File: src/fbpa_pkg.sv
// Shared constants, codes and payload types of the fixed block pool allocator.
`timescale 1ns / 1ps
`default_nettype none
package fbpa_pkg;

	localparam int MAX_BLOCKS = 256;
	localparam int IDX_W      = $clog2(MAX_BLOCKS);
	localparam int CNT_W      = $clog2(MAX_BLOCKS + 1);
	localparam int ADDR_W     = 32;
	localparam int SIZE_W     = 17;
	localparam int REQ_W      = 24;
	localparam int CFG_W      = 32;

	typedef enum logic [2:0] {
		ST_OK           = 3'd0,
		ST_DISABLED     = 3'd1,
		ST_TOO_LARGE    = 3'd2,
		ST_POOL_EMPTY   = 3'd3,
		ST_MISALIGNED   = 3'd4,
		ST_OUT_OF_RANGE = 3'd5,
		ST_RING_FULL    = 3'd6
	} status_t;

	typedef enum logic [1:0] {
		REG_BASE_ADDRESS = 2'd0,
		REG_BLOCK_SIZE   = 2'd1,
		REG_BLOCK_COUNT  = 2'd2,
		REG_POOL_ENABLED = 2'd3
	} reg_idx_t;

	typedef enum logic {
		OP_ALLOCATE = 1'b0,
		OP_FREE     = 1'b1
	} op_t;

	typedef struct packed {
		logic              operation;
		logic [REQ_W-1:0]  request_size;
		logic [ADDR_W-1:0] free_address;
	} request_t;

	typedef struct packed {
		status_t           status;
		logic [ADDR_W-1:0] block_address;
		logic [IDX_W-1:0]  slot_idx;
		logic [CNT_W-1:0]  free_left;
	} response_t;

	typedef struct packed {
		logic [ADDR_W-1:0] quotient;
		logic [SIZE_W-1:0] remainder;
	} div_result_t;

endpackage
`default_nettype wire

File: src/fixed_block_pool_allocator.sv
// Top level of the fixed block pool allocator: registers, ring and sequencer.
//
// Usage: a request beat is taken at a clock edge where start is high and busy
// is low. Each request gives exactly one response beat on result, marked by a
// one-cycle done strobe; the receiver cannot stall, so results are never held.
// Registers are written through cfg_we, cfg_index and cfg_data; the user must
// write them only while idle, and the block itself does not enforce it. Index
// 0 base address, 1 block size, 2 block count (refills the free ring in
// identity order), 3 pool enable. From the accepting edge to done:
//   rejected requests (disabled, too large, empty): the next cycle;
//   allocate: ring read, index multiply and base add states in turn;
//   free: the 32-step divider turns the address offset into an index and
//   a remainder, and the result is registered.
// busy is low again in the done cycle, so the next item can be taken at the
// edge that ends it; rejects leave busy low and can be taken every cycle.
// The ring sits in a 256 x 8 RAM with one valid flop per entry; an entry not
// written since reset or the last block count write reads as its own index.
// Reset returns all registers to their defaults: pool disabled, block size
// 64, block count 256, all blocks free. No clearing pass is needed.
`timescale 1ns / 1ps
`default_nettype none
module fixed_block_pool_allocator (
	input  wire logic                        clk,
	input  wire logic                        arst_n,
	input  wire logic                        start,
	output logic                             busy,
	input  wire fbpa_pkg::request_t          request,
	output logic                             done,
	output fbpa_pkg::response_t              result,
	input  wire logic                        cfg_we,
	input  wire logic [1:0]                  cfg_index,
	input  wire logic [fbpa_pkg::CFG_W-1:0]  cfg_data
);
	import fbpa_pkg::*;

	localparam int PROD_W = IDX_W + SIZE_W;

	typedef enum logic [2:0] {
		S_IDLE,
		S_READ,
		S_MUL,
		S_ADD,
		S_DIV
	} state_t;

	state_t            state_q;
	logic [ADDR_W-1:0] base_q;
	logic [SIZE_W-1:0] size_q;
	logic [CNT_W-1:0]  count_q;
	logic              enable_q;
	logic [IDX_W-1:0]  head_q;
	logic [CNT_W-1:0]  free_q;
	logic [MAX_BLOCKS-1:0] valid_q;
	logic              done_q;
	response_t         result_q;

	logic [IDX_W-1:0]  idx_q;
	logic [PROD_W-1:0] prod_q;
	logic              vld_rd_q;

	logic              accept;
	logic [CNT_W-1:0]  n_eff;
	logic [SIZE_W-1:0] bs_eff;
	logic              too_large;
	logic [ADDR_W-1:0] offset;
	logic [CNT_W:0]    pos_sum;
	logic [CNT_W:0]    pos_wrap;
	logic [IDX_W-1:0]  pos;
	logic [CNT_W-1:0]  head_inc;
	logic [IDX_W-1:0]  head_next;
	logic [IDX_W-1:0]  ring_rdata;
	logic [IDX_W-1:0]  rd_idx;
	logic              div_start;
	logic              div_done;
	div_result_t       div_res;
	logic              misaligned;
	logic              out_of_range;
	logic              ring_full;
	logic              ring_we;
	reg_idx_t          cfg_reg;

	assign cfg_reg = reg_idx_t'(cfg_index);
	assign busy    = (state_q != S_IDLE);
	assign accept  = start && !busy;

	always_comb begin
		if (count_q == '0) begin
			n_eff = CNT_W'(1);
		end else if (count_q > CNT_W'(MAX_BLOCKS)) begin
			n_eff = CNT_W'(MAX_BLOCKS);
		end else begin
			n_eff = count_q;
		end
	end

	assign bs_eff    = (size_q == '0) ? SIZE_W'(1) : size_q;
	assign too_large = (request.request_size > REQ_W'(bs_eff));
	assign offset    = request.free_address - base_q;

	// Head is below the count and the fill count at most the count, so one subtract wraps the tail.
	assign pos_sum  = {1'b0, CNT_W'(head_q)} + {1'b0, free_q};
	assign pos_wrap = (pos_sum >= {1'b0, n_eff}) ? (pos_sum - {1'b0, n_eff}) : pos_sum;
	assign pos      = pos_wrap[IDX_W-1:0];

	assign head_inc  = CNT_W'(head_q) + CNT_W'(1);
	assign head_next = (head_inc >= n_eff) ? '0 : head_inc[IDX_W-1:0];

	assign rd_idx = vld_rd_q ? ring_rdata : head_q;

	assign div_start    = accept && enable_q && (request.operation == OP_FREE);
	assign misaligned   = (div_res.remainder != '0);
	assign out_of_range = (div_res.quotient >= ADDR_W'(n_eff));
	assign ring_full    = (free_q >= n_eff);
	assign ring_we      = (state_q == S_DIV) && div_done && !misaligned
	                      && !out_of_range && !ring_full;

	fbpa_ram #(
		.WIDTH(IDX_W),
		.DEPTH(MAX_BLOCKS)
	) u_ring (
		.clk  (clk),
		.we   (ring_we),
		.waddr(pos),
		.wdata(div_res.quotient[IDX_W-1:0]),
		.raddr(head_q),
		.rdata(ring_rdata)
	);

	fbpa_div u_div (
		.clk     (clk),
		.arst_n  (arst_n),
		.start   (div_start),
		.dividend(offset),
		.divisor (bs_eff),
		.done    (div_done),
		.result  (div_res)
	);

	always_ff @(posedge clk) begin
		vld_rd_q <= valid_q[head_q];
		if (state_q == S_READ) begin
			idx_q <= rd_idx;
		end
		prod_q <= PROD_W'(idx_q) * PROD_W'(bs_eff);
	end

	always_ff @(posedge clk or negedge arst_n) begin
		if (!arst_n) begin
			state_q  <= S_IDLE;
			base_q   <= '0;
			size_q   <= SIZE_W'(64);
			count_q  <= CNT_W'(MAX_BLOCKS);
			enable_q <= 1'b0;
			head_q   <= '0;
			free_q   <= CNT_W'(MAX_BLOCKS);
			valid_q  <= '0;
			done_q   <= 1'b0;
			result_q <= '0;
		end else begin
			done_q <= 1'b0;

			if (cfg_we) begin
				case (cfg_reg)
					REG_BASE_ADDRESS: base_q <= cfg_data[ADDR_W-1:0];
					REG_BLOCK_SIZE:   size_q <= cfg_data[SIZE_W-1:0];
					REG_BLOCK_COUNT: begin
						count_q <= cfg_data[CNT_W-1:0];
						valid_q <= '0;
						head_q  <= '0;
						if (cfg_data[CNT_W-1:0] == '0) begin
							free_q <= CNT_W'(1);
						end else if (cfg_data[CNT_W-1:0] > CNT_W'(MAX_BLOCKS)) begin
							free_q <= CNT_W'(MAX_BLOCKS);
						end else begin
							free_q <= cfg_data[CNT_W-1:0];
						end
					end
					REG_POOL_ENABLED: enable_q <= cfg_data[0];
					default: ;
				endcase
			end

			case (state_q)
				S_IDLE: begin
					if (accept) begin
						result_q.block_address <= '0;
						result_q.slot_idx      <= '0;
						result_q.free_left     <= free_q;
						if (!enable_q) begin
							result_q.status <= ST_DISABLED;
							done_q          <= 1'b1;
						end else if (request.operation == OP_FREE) begin
							state_q <= S_DIV;
						end else if (too_large) begin
							result_q.status <= ST_TOO_LARGE;
							done_q          <= 1'b1;
						end else if (free_q == '0) begin
							result_q.status <= ST_POOL_EMPTY;
							done_q          <= 1'b1;
						end else begin
							state_q <= S_READ;
						end
					end
				end
				S_READ: begin
					head_q  <= head_next;
					free_q  <= free_q - CNT_W'(1);
					state_q <= S_MUL;
				end
				S_MUL: begin
					state_q <= S_ADD;
				end
				S_ADD: begin
					result_q.status        <= ST_OK;
					result_q.block_address <= base_q + ADDR_W'(prod_q);
					result_q.slot_idx      <= idx_q;
					result_q.free_left     <= free_q;
					done_q                 <= 1'b1;
					state_q                <= S_IDLE;
				end
				S_DIV: begin
					if (div_done) begin
						done_q  <= 1'b1;
						state_q <= S_IDLE;
						result_q.block_address <= '0;
						if (misaligned) begin
							result_q.status    <= ST_MISALIGNED;
							result_q.slot_idx  <= '0;
							result_q.free_left <= free_q;
						end else if (out_of_range) begin
							result_q.status    <= ST_OUT_OF_RANGE;
							result_q.slot_idx  <= '0;
							result_q.free_left <= free_q;
						end else if (ring_full) begin
							result_q.status    <= ST_RING_FULL;
							result_q.slot_idx  <= div_res.quotient[IDX_W-1:0];
							result_q.free_left <= free_q;
						end else begin
							result_q.status    <= ST_OK;
							result_q.slot_idx  <= div_res.quotient[IDX_W-1:0];
							result_q.free_left <= free_q + CNT_W'(1);
							free_q             <= free_q + CNT_W'(1);
							valid_q[pos]       <= 1'b1;
						end
					end
				end
				default: state_q <= S_IDLE;
			endcase
		end
	end

	assign done   = done_q;
	assign result = result_q;

endmodule
`default_nettype wire

File: src/fbpa_ram.sv
// Generic single-write, single-read RAM with a registered read port.
`timescale 1ns / 1ps
`default_nettype none
module fbpa_ram #(
	parameter int WIDTH = 8,
	parameter int DEPTH = 256
) (
	input  wire logic                     clk,
	input  wire logic                     we,
	input  wire logic [$clog2(DEPTH)-1:0] waddr,
	input  wire logic [WIDTH-1:0]         wdata,
	input  wire logic [$clog2(DEPTH)-1:0] raddr,
	output logic      [WIDTH-1:0]         rdata
);

	logic [WIDTH-1:0] mem [DEPTH];

	always_ff @(posedge clk) begin
		if (we) begin
			mem[waddr] <= wdata;
		end
		rdata <= mem[raddr];
	end

endmodule
`default_nettype wire

File: src/fbpa_div.sv
// Restoring divider, one quotient bit per cycle, for address offset by block size.
`timescale 1ns / 1ps
`default_nettype none
module fbpa_div (
	input  wire logic                      clk,
	input  wire logic                      arst_n,
	input  wire logic                      start,
	input  wire logic [fbpa_pkg::ADDR_W-1:0] dividend,
	input  wire logic [fbpa_pkg::SIZE_W-1:0] divisor,
	output logic                           done,
	output fbpa_pkg::div_result_t          result
);
	import fbpa_pkg::*;

	localparam int STEP_W = $clog2(ADDR_W);

	logic [SIZE_W-1:0] rem_q;
	logic [ADDR_W-1:0] quo_q;
	logic [STEP_W-1:0] step_q;
	logic              run_q;
	logic              done_q;

	logic [SIZE_W:0]   trial;
	logic              fits;
	logic [SIZE_W:0]   diff;

	// Each step brings down the next dividend bit and subtracts if it fits.
	assign trial = {rem_q, quo_q[ADDR_W-1]};
	assign fits  = (trial >= {1'b0, divisor});
	assign diff  = trial - {1'b0, divisor};

	always_ff @(posedge clk or negedge arst_n) begin
		if (!arst_n) begin
			run_q  <= 1'b0;
			done_q <= 1'b0;
			step_q <= '0;
		end else begin
			done_q <= 1'b0;
			if (start) begin
				run_q  <= 1'b1;
				step_q <= '0;
			end else if (run_q) begin
				step_q <= step_q + STEP_W'(1);
				if (step_q == STEP_W'(ADDR_W - 1)) begin
					run_q  <= 1'b0;
					done_q <= 1'b1;
				end
			end
		end
	end

	always_ff @(posedge clk) begin
		if (start) begin
			rem_q <= '0;
			quo_q <= dividend;
		end else if (run_q) begin
			rem_q <= fits ? diff[SIZE_W-1:0] : trial[SIZE_W-1:0];
			quo_q <= {quo_q[ADDR_W-2:0], fits};
		end
	end

	assign done             = done_q;
	assign result.quotient  = quo_q;
	assign result.remainder = rem_q;

endmodule
`default_nettype wire

File: config.mk
export PLATFORM = sky130hd
export DESIGN_NAME = fixed_block_pool_allocator
export DESIGN_NICKNAME = d
export VERILOG_FILES = /design/src/fbpa_pkg.sv /design/src/fixed_block_pool_allocator.sv /design/src/fbpa_ram.sv /design/src/fbpa_div.sv
export SDC_FILE = /design/constraint.sdc
export NUM_CORES = 2
export LEC_CHECK = 0
export BUFFER_PORTS_ARGS = -buffer_cell sky130_fd_sc_hd__buf_4
export CAP_MARGIN = 10
export CORE_MARGIN = 4
export CORE_UTILIZATION = 30
export CTS_CLUSTER_SIZE = 10
export DETAILED_ROUTE_END_ITERATION = 12
export GPL_ROUTABILITY_DRIVEN = 0
export REMOVE_ABC_BUFFERS = 1
export SKIP_LAST_GASP = 1
export SYNTH_ARGS = -nofsm -noshare
export SYNTH_HDL_FRONTEND = slang
export SYNTH_SLANG_ARGS = --single-unit
export TNS_END_PERCENT = 30
File: constraint.sdc
create_clock -name clk -period 11.15 [get_ports clk]
set_input_delay 1.115 -clock clk [delete_from_list [all_inputs] [get_ports clk]]
set_output_delay 1.115 -clock clk [all_outputs]
set_load 0.005 [all_outputs]
==> run_results.csv <==
group,metric,value,unit
logic_synthesis,synth_top_area_share,56.9,%
logic_synthesis,ys_ff_latch,2534,
pwr,vdd_drop_max,161,uV
global_route,grt_pass1_vias,63400,
floorplanning,die_area,377000,um^2
cts,root_buffer,"clkbuf_16",
cts,htree_num_levels,5,
logic_synthesis,ys_warn_count,0,
critical_path,worstPathArrival,7.87,ns
logic_synthesis,synth_common_cells,"edfxtp_1 (2088), nand2_1 (598), mux4_2 (516)",
logic_synthesis,ys.flop_type,"edfxtp_1",
place,dp_cells,11600,
route,via_per_inst,5.31,
global_route,grt_max_degree,239,
logic_synthesis,ys_top_cells_by_area,"edfxtp_1 (57%), mux4_2 (11%), dfrtp_1 (8.9%)",
sta,setup_viol,0,
sta,min_period,7.39,ns
logic_synthesis,synth_edf_count,2088,
sta,fmax,135,MHz
cts,clockBufferDepth,4,
floorplanning,core,366000,um^2
place,placed_area,116000,um^2
route,ant_nets,0,
cts,cts_tree,"built",
global_route,antenna_found_initial,13,
floorplanning,start_util,30.1,%
global_route,grt_pass1_wl,447000,um
sta,maxSlewViolCount,36,
sta,hold_violations,0,
flow_run,maxCapViolCount,0,
cts,hold_buffers,0,
place,pre_cts_slack,3.92,ns
critical_path,worstPathRequired,11.63,ns
logic_synthesis,syn_area_per_cell,15.9,um^2
sta,clock-skew-final,0.106,ns
logic_synthesis,yosys.cell_types.count,89,
global_route,grtUsageTotal,15.9,%
cts,insertion_delay,0.89,ns
cts,cts_setup_buffers,0,
route,dr.pass1.iters,6,
cts,numCtsBuffers,301,
floorplanning,die_x,614,um
pwr,leakage,41.3,nW
sta,slew_headroom,-1.82,%
cts,clock_sinks,2534,
final_layout,final_cells,12100,
route,dr.first_iter.drc_count,7672,
worst_hold_path,hp-class,"in2async",
cts,clkTransAtPathRegs,0.06,ns
route,wire_per_inst,25.4,um
place,dpl.hpwl,187000,um
floorplanning,die_h,614,um
final_layout,areaGrowthSynthToFinish,13.4,%
pwr,p_per_area,215,nW/um^2
final_layout,drive_gt1_share,18.3,%
sta,finalCritPeriodShare,66.3,%
sta,hold_slack,0.401,ns
logic_synthesis,synth-async-reset-ratio,15.6,%
floorplanning,pin_count,149,
floorplanning,rows,222,
route,vias,64200,
sta,rsz0062_at_grt,"no",
final_layout,num-nets-final,7453,
route,drcViolationCount,0,
place,io_buffer_count,148,
run_status,status,"finished, violations left",
final_layout,nFillCells,34400,
logic_synthesis,yosysSeqAreaShare,66.8,%
critical_path,endpoint_kind,"flip-flop",
sta,setup_tns,0,ns
sta,worstMarginPinSlew,1.53,ns
logic_synthesis,synthesis.area,110000,um^2
route,finalWirelength,307000,um
global_route,overflow,0,
run_status,failed_checks,"slew limit",
sta,setup_slack,3.76,ns
critical_path,cp_max_fo,34,
logic_synthesis,yosysTopAreaCell,"edfxtp_1",
critical_path,worstSetupPathType,"reg2reg",
final_layout,fin_area,125000,um^2
logic_synthesis,yosysMostFrequentCell,"edfxtp_1",
critical_path,start_kind,"flip-flop",
cts,cts_resized,0,
logic_synthesis,syn-instance-count,6951,
[sequential cells by signal, summed over array words and instances, names as in the netlist, 3 cells and up]
name,count
u_div.step_q,5
valid_q,256
base_q,32
u_div.quo_q,32
state_q,3
u_ring.rdata,8
u_ring.mem,2048
u_div.rem_q,17
free_q,9
result,52
prod_q,25
idx_q,8
head_q,8
size_q,17
count_q,9
[worst max-delay path: stages, from the launching register on]
cell and delay (ns):
dfrtp_4 0.86, ha_1 0.32, inv_1 0.07, fa_1 0.40
nor2b_1 0.15, o21ai_0 0.13, and3_1 0.22, nor2_1 0.36
ha_1 0.39, o21a_1 0.15, o31a_1 0.13, o311a_1 0.35
o221ai_2 0.24, and4b_1 0.78, nand3_1 0.18, o21ai_2 0.16
nand2_2 0.70, buf_4 0.45, buf_4 0.28, nor2_1 0.62
[metrics by stage]
| step | total power [mW] | utilization [%] |
|---|---|---|
| 2_1_floorplan | 16.1 | - |
| 3_3_place_gp | 18.2 | 31.8 |
| 3_5_place_dp | 18.3 | 31.8 |
| 4_1_cts | 27.1 | 34.1 |
| 5_1_grt | 28.1 | 34.1 |
| 6_report | 26.9 | 34.2 |
[path summary, 6_finish.rpt]
path                                        start                            to  slack (ns)  cells past startpoint
setup / recovery            head_q[0]$_DFFE_PN0P_  u_ring.mem[200][2]$_DFFE_PP_        3.76                     19
hold / removal                             arst_n        result[26]$_DFFE_PN0P_        0.40                      1
setup reg to reg            head_q[0]$_DFFE_PN0P_  u_ring.mem[200][2]$_DFFE_PP_        3.76                     19
hold reg to reg            valid_q[186]$_DFF_PN0_        valid_q[186]$_DFF_PN0_        0.48                      2
max in group asynchronous                  arst_n         valid_q[16]$_DFF_PN0_        8.37                      3
min in group clk           valid_q[186]$_DFF_PN0_        valid_q[186]$_DFF_PN0_        0.48                      2
[final cells by class]
type	count	area, um^2	share of cell area (%)
inverter	186	703	0.563
sequential	2534	73600	58.9
clock buffer	439	8130	6.51
antenna	11	27.5	0.0220
timing repair buffer	260	2110	1.69
multi-input combinational	3796	33900	27.2
clock inverter	33	388	0.310
tap	4816	6030	4.82
[report_power, final]
part / internal (mW) / switching (mW)
Sequential: 11.7 / 0.265
Clock: 5.06 / 3.72
Combinational: 1.81 / 4.31
[routing by layer]
layer  track usage, %  vias up  routed length (um)
met3             2.99      488               26500
li1                 -    27000                   -
met2             24.7     3172              141000
met1             22.8    33500              132000
met5                0        -                  38
met4             4.27        6                8130
[cells by family after synthesis]
kind of cell / synth area share, %
flops: 66.8
simple gates: 5.45
compound gates: 6.67
mux: 13.8
buf+inv: 2.48
fa+ha+maj: 3.82
xor+xnor: 0.962
[placed cells by master, fill, tap and decap left out, types with 21 or more instances in the layout]
| master | n |
|---|---|
| nor3_1 | 41 |
| o221ai_1 | 79 |
| nand2_1 | 584 |
| edfxtp_1 | 2088 |
| mux2_2 | 98 |
| a21oi_1 | 246 |
| o21ai_1 | 73 |
| clkbuf_16 | 303 |
| a211oi_1 | 37 |
| nand3_1 | 32 |
| a31oi_1 | 25 |
| ha_1 | 184 |
| nor2_1 | 376 |
| nand4_1 | 23 |
| xnor2_1 | 70 |
| nand2b_1 | 27 |
| inv_1 | 182 |
| clkbuf_1 | 132 |
| o21a_1 | 27 |
| dfxtp_1 | 51 |
| and2_1 | 128 |
| nor4_1 | 25 |
| dfrtp_1 | 386 |
| o21ai_0 | 379 |
| a22oi_1 | 21 |
| mux4_2 | 516 |
| fa_1 | 95 |
| a21o_1 | 51 |
| o21ai_2 | 59 |
| o22ai_1 | 82 |
| nor2b_1 | 24 |
| xor2_1 | 51 |
| buf_4 | 245 |
| mux2i_1 | 251 |
No activity file was read; power rests on OpenSTA's default activity.
